===== config.mk =====
export PLATFORM = sky130hd
export DESIGN_NAME = eac_status
export DESIGN_NICKNAME = d
export VERILOG_FILES = /design/src/sv/eac_pkg.sv /design/src/sv/eac_status.sv
export SDC_FILE = /design/constraint.sdc
export NUM_CORES = 1
export LEC_CHECK = 0
export BUFFER_PORTS_ARGS = -buffer_cell sky130_fd_sc_hd__buf_2
export CAP_MARGIN = 20
export CORE_MARGIN = 5
export CORE_UTILIZATION = 35
export CTS_CLUSTER_DIAMETER = 40
export DETAILED_ROUTE_END_ITERATION = 8
export PLACE_DENSITY = 0.76
export SYNTH_ARGS = -nofsm -noshare
export SYNTH_HDL_FRONTEND = slang
export SYNTH_SLANG_ARGS = --single-unit

===== constraint.sdc =====
create_clock -name clk -period 5.7 [get_ports clk]
set_clock_uncertainty 0.15 [all_clocks]
set_input_delay 0.57 -clock clk [delete_from_list [all_inputs] [get_ports clk]]
set_output_delay 0.57 -clock clk [all_outputs]
set_load 0.03 [all_outputs]

===== src/sv/eac_pkg.sv =====
// Shared constants, types and state encoding for the event alignment checker.
package eac_pkg;

  localparam int MAX_MODULES = 16;
  localparam int SLOT_W = (MAX_MODULES > 1) ? $clog2(MAX_MODULES) : 1;
  localparam int COUNT_W = $clog2(MAX_MODULES + 1);
  localparam int ID_W = 8;
  localparam int NUM_W = 32;
  localparam int TIME_W = 48;
  localparam int OUT_SLOT_W = 4;
  localparam int STATUS_W = 3;

  typedef enum logic [STATUS_W-1:0] {
    STAT_OK   = 3'd0,
    STAT_NULL = 3'd1,
    STAT_HDR  = 3'd2,
    STAT_MISS = 3'd3,
    STAT_LATE = 3'd4
  } status_t;

  typedef enum logic {
    S_LOAD,
    S_EMIT
  } state_t;

  // One stored module header.
  typedef struct packed {
    logic              bad;
    logic              nul;
    logic [NUM_W-1:0]  number;
    logic [TIME_W-1:0] tstamp;
  } entry_t;

  // Event-wide facts that the status stage needs for every slot.
  typedef struct packed {
    logic              single;
    logic              any_null;
    logic              missed;
    logic [NUM_W-1:0]  least_number;
    logic [TIME_W-1:0] least_time;
  } evt_ctx_t;

  // Read request travelling alongside the memory read data.
  typedef struct packed {
    logic              valid;
    logic              last;
    logic [SLOT_W-1:0] slot;
  } rd_tag_t;

endpackage


===== src/sv/eac_status.sv =====
// Status decision for one stored header and the result output register.
module eac_status
  import eac_pkg::*;
(
  input  logic                  clk,
  input  logic                  rst,
  input  rd_tag_t               tag,
  input  entry_t                entry,
  input  evt_ctx_t              ctx,
  output logic                  strobe,
  output logic [OUT_SLOT_W-1:0] module_slot,
  output logic [STATUS_W-1:0]   status,
  output logic                  last_status
);

  status_t stat_next;

  always_comb begin
    stat_next = STAT_OK;
    priority if (ctx.single) begin
      if (entry.bad) stat_next = STAT_HDR;
    end else if (ctx.any_null) begin
      if (entry.nul) stat_next = STAT_NULL;
    end else begin
      if (entry.bad) stat_next = STAT_HDR;
      if (entry.number > ctx.least_number) begin
        stat_next = STAT_MISS;
      end else if (!ctx.missed && !entry.bad && entry.tstamp > ctx.least_time) begin
        stat_next = STAT_LATE;
      end
    end
  end

  always_ff @(posedge clk) begin
    if (rst) begin
      strobe <= 1'b0;
    end else begin
      strobe <= tag.valid;
    end
  end

  always_ff @(posedge clk) begin
    if (tag.valid) begin
      module_slot <= OUT_SLOT_W'(tag.slot);
      status      <= stat_next;
      last_status <= tag.last;
    end
  end

endmodule


Yosys cells after proc, flatten, opt, wreduce, memory -nomap -nowiden
Index checks and enable logic that the tools add are counted.
{ "totals": {"word_cells": 16, "input_bits": 173, "register_bits": 9} }
{ "op_classes": {"n_reduce_logical": 4, "magnitude_cmp": 2, "mux": 6} }
{ "ops": {"columns": ["cell", "n"], "rows": [
  ["greater-than comparator 48 bit", 1],
  ["greater-than comparator 32 bit", 1],
  ["2-to-1 mux 3 bit", 4],
  ["logical AND 1 bit", 2],
  ["zero test 1 bit", 2],
  ["2-to-1 mux 2 bit", 1],
  ["2-to-1 mux 1 bit", 1]
]} }

Logic depth before layout (Yosys ltp)
{ "depth": {"word_depth": 7, "depth_mapped": 9, "mapped_depth_nobuf": 9} }

Least setup slack after synthesis
No wires, ideal clock.
{ "synth_timing": {"path_kind": "input to register", "start": "input ctx[62] (netlist name)", "end": "register status[0], data pin", "n_path_buf": 0, "slack_ns": 3.203, "stages": 9, "required_ns": 5.293, "arrival_time_ns": 2.090, "setup_time_ns": 0.257, "path_cell_list": "inv_1 > ha_1 > a21oi_1 > nand2_1 > a221o_1 > a211o_1 > a21oi_2 > a31oi_1 > a22o_2"} }
{ "synth_via": {"elab_chain_len": 4} }
{ "synth_rtl": {"columns": ["element", "line", "source"], "rows": [
  ["start: declaration", "eac_status.sv:9", "input evt_ctx_t ctx,"],
  ["greater-than comparator 32 bit", "eac_status.sv:26", "if (entry.number > ctx.least_number) begin"],
  ["2-to-1 mux 3 bit", "eac_status.sv:26", null],
  ["2-to-1 mux 3 bit", "eac_status.sv:22", "end else if (ctx.any_null) begin"],
  ["2-to-1 mux 3 bit", "eac_status.sv:20", "priority if (ctx.single) begin"],
  ["end signal: assignment", "eac_status.sv:45", "status <= stat_next;"],
  ["end: declaration", "eac_status.sv:12", "output logic [STATUS_W-1:0] status,"]
]} }
No other way between the ends.
A chain may end at the register's enable or synchronous reset.

Worst setup path after layout
{ "layout_timing": {"start": "input entry[42] (netlist name)", "end": "register status[2], data pin"} }
{ "layout_via": {"elab_chain_len": 6} }
{ "layout_rtl": {"columns": ["element", "line", "source"], "rows": [
  ["start: declaration", "eac_status.sv:8", "input entry_t entry,"],
  ["greater-than comparator 48 bit", "eac_status.sv:28", "end else if (!ctx.missed && !entry.bad && entry.tstamp > ctx.least_time) begin"],
  ["logical AND 1 bit", "eac_status.sv:28", null],
  ["2-to-1 mux 3 bit", "eac_status.sv:28", null],
  ["2-to-1 mux 3 bit", "eac_status.sv:26", null],
  ["2-to-1 mux 3 bit", "eac_status.sv:22", null],
  ["2-to-1 mux 3 bit", "eac_status.sv:20", null]
]} }
No other way between the ends.

==> metrics <==
HPWL Detailed 6790 µm; area grow syn2layout 45.3%; vias 2690; Mapped Cells 303; ranking of synthesized cells by area ha_1, inv_1, edfxtp_1, a21oi_1, nand2_1; max frequency 0.394 GHz; grt ovf 0; share of cells above drive strength 1 38.9%; Ys Warns 0; Sum Neg Setup Slack 0 ns; Initial Utilization 36.2%; crit-path max FO 3; Synth Cell Area around 0.0023 mm²; max_slew headroom 64.8%; vias in the first global route 2873; Resize count post-CTS 0; final hold vios 0; hold buffers post-CTS 0; startpoint types primary input; 1st-pass router iterations 4; Seq cells post-synth 9; DIE AREA 0.00833 mm²; Max VDD drop 0.0819 mV; largest net degree at the start of global routing 10; Layout Utilization between 50% and 60%; die span in x about 91 µm; H-Tree Depth 1; Setup CP Type in -> reg; first-pass GRT wire length 11700 µm; Tcrit/Tclk final 44.5%; WHS Path Cells 2; RSZ-0062 raised after global routing false; sequential element share of the synthesized area a little under an eighth; Routed Wire Length 7040 µm; cell with the largest stage delay on the worst path nor4_1; post-synth top area share 43.3%; Tot GR Track Use 16.1%; Rows 29; clk slew on worst S/H paths 0.04 ns; worst-margin pin slew 0.523 ns; leading cell type in the layout, fill and taps excluded buf_2; Post-Layout Cell Count 565; largest stage delay on the critical path 0.46 ns; Remaining DRCs 0; outcome finished clean; Slew Viols, Final 0; setup violators final 0; TritonCTS clock tree done; Syn Area/Cell 7.63 µm²; Num CTS Buffers 3; Post-CTS Setup Inserts 0; crit path from entry[42]; HP Class in -> reg; chip height 91.3 µm; clock tree buffer depth 2; cell total after placement around 560; nets ~740; MaxCap Viol Count 0; Worst setup endpoint status[2]; # port buffers 181; crit-path cells buf_2 > ha_1 > nand4_1 > nor4_1 > nand3_1 > nor4_1 > nor4_2; I/O Pins 182; Synth cell types 30; Pleak around 2.1 nW; Yosys top cell by area ha_1; Core ar. 0.00639 mm²; Starting DRT DRC Count 25; highest-count cells in the layout ignoring fill and taps buf_2, inv_1, ha_1, a21oi_1, nand2_1; antenna viol nets, final 0; PD cells 105 mW/mm²; initial antenna violation count 0; Tmin final 2.54 ns; n_diodes 0; Syn Nets 556; Hold Path Origin rst; CP dominant cell by count nor4_1; routability cong. 0.847; WL/cell 12.5 µm; Worst EP required 5.51 ns; Vias/cell between 4 and 5; Critical Path AT about 2.3 ns; CP Capture Type register; Clock Sink Count 9; clock root cell clkbuf_8
[cells by family (layout without fill, tap and decap cells)]
kind of cell	count (synthesis)	after routing	share of synthesized area, %
AND/OR/NAND/NOR	68	68	15.0
flip-flops	9	9	11.3
AO/OA/AOI/OAI	64	64	17.2
buffers and inverters	82	267	13.3
adder cells (fa/ha/maj)	80	80	43.3
[Yosys cell counts, drive strengths merged]
| master | count |
|---|---|
| o21a | 1 |
| ha | 80 |
| o21ai | 10 |
| a211o | 3 |
| dfxtp | 1 |
| a22o | 1 |
| nand2 | 22 |
| inv | 82 |
| nor4 | 4 |
| and4 | 3 |
| edfxtp | 8 |
| o211ai | 2 |
| a21o | 5 |
| nor2b | 5 |
| a31oi | 1 |
| a221o | 2 |
| nand4 | 12 |
| o22ai | 1 |
| a21oi | 33 |
| nor3 | 1 |
| a211oi | 1 |
| and2 | 1 |
| nand3 | 9 |
| nor2 | 11 |
| a221oi | 4 |
[registers in the layout, indices dropped and copies added (netlist names)]
name	cells
last_status	1
module_slot	4
status	3
strobe	1
[per-layer routing]
| layer | share of wire [%] | vias up | wire length [µm] | global-route usage (%) |
|---|---|---|---|---|
| met3 | 12 | 4 | 855 | 5.45 |
| li1 | - | 1425 | - | - |
| met2 | 50 | 133 | 3550 | 31.7 |
| met1 | 37 | 1128 | 2590 | 16.7 |
| met5 | 0 | - | 0 | 0 |
| met4 | 0.61 | 0 | 43 | 2.44 |
[final cells by class]
type                       count  area (µm²)
clock buffer                   4        45.0
fill                         635        3030
inverter                      82         308
multi-input combinational    212        1740
sequential                     9         260
tap                           77        96.3
timing repair buffer         181         906
[worst min-delay path by stage]
| stage | to | slack, ns |
|---|---|---|
| 3_5_place_dp | strobe | 0.58 |
| 2_1_floorplan | strobe | 0.49 |
| 4_1_cts | strobe | 0.34 |
| 3_3_place_gp | strobe | 0.58 |
| 5_1_grt | strobe | 0.35 |
| 6_report | strobe | 0.35 |
[critical path: cells and delay by family]
family	cells	cell delay, ns
and+or+nand+nor	5	1.36
adders and majority gates	1	0.30
buffers and inverters	1	0.11
[power by group]
part	switching, mW	internal, mW	total [mW]
registers	0.000957	0.0779	0.0788
clock network	0.0215	0.0484	0.0699
logic	0.0998	0.103	0.203
[stage by stage]
step	power, mW	setup WS [ns]	area, µm²	hold slack [ns]
global placement	0.276	2.88	3310	0.577
global route	0.392	3.02	3360	0.346
detailed placement	0.285	2.92	3310	0.579
finish	0.351	3.16	3360	0.346
CTS	0.358	3.16	3360	0.339
floorplan	0.192	3.20	2310	0.492
Power figures use the tool's default switching activity.
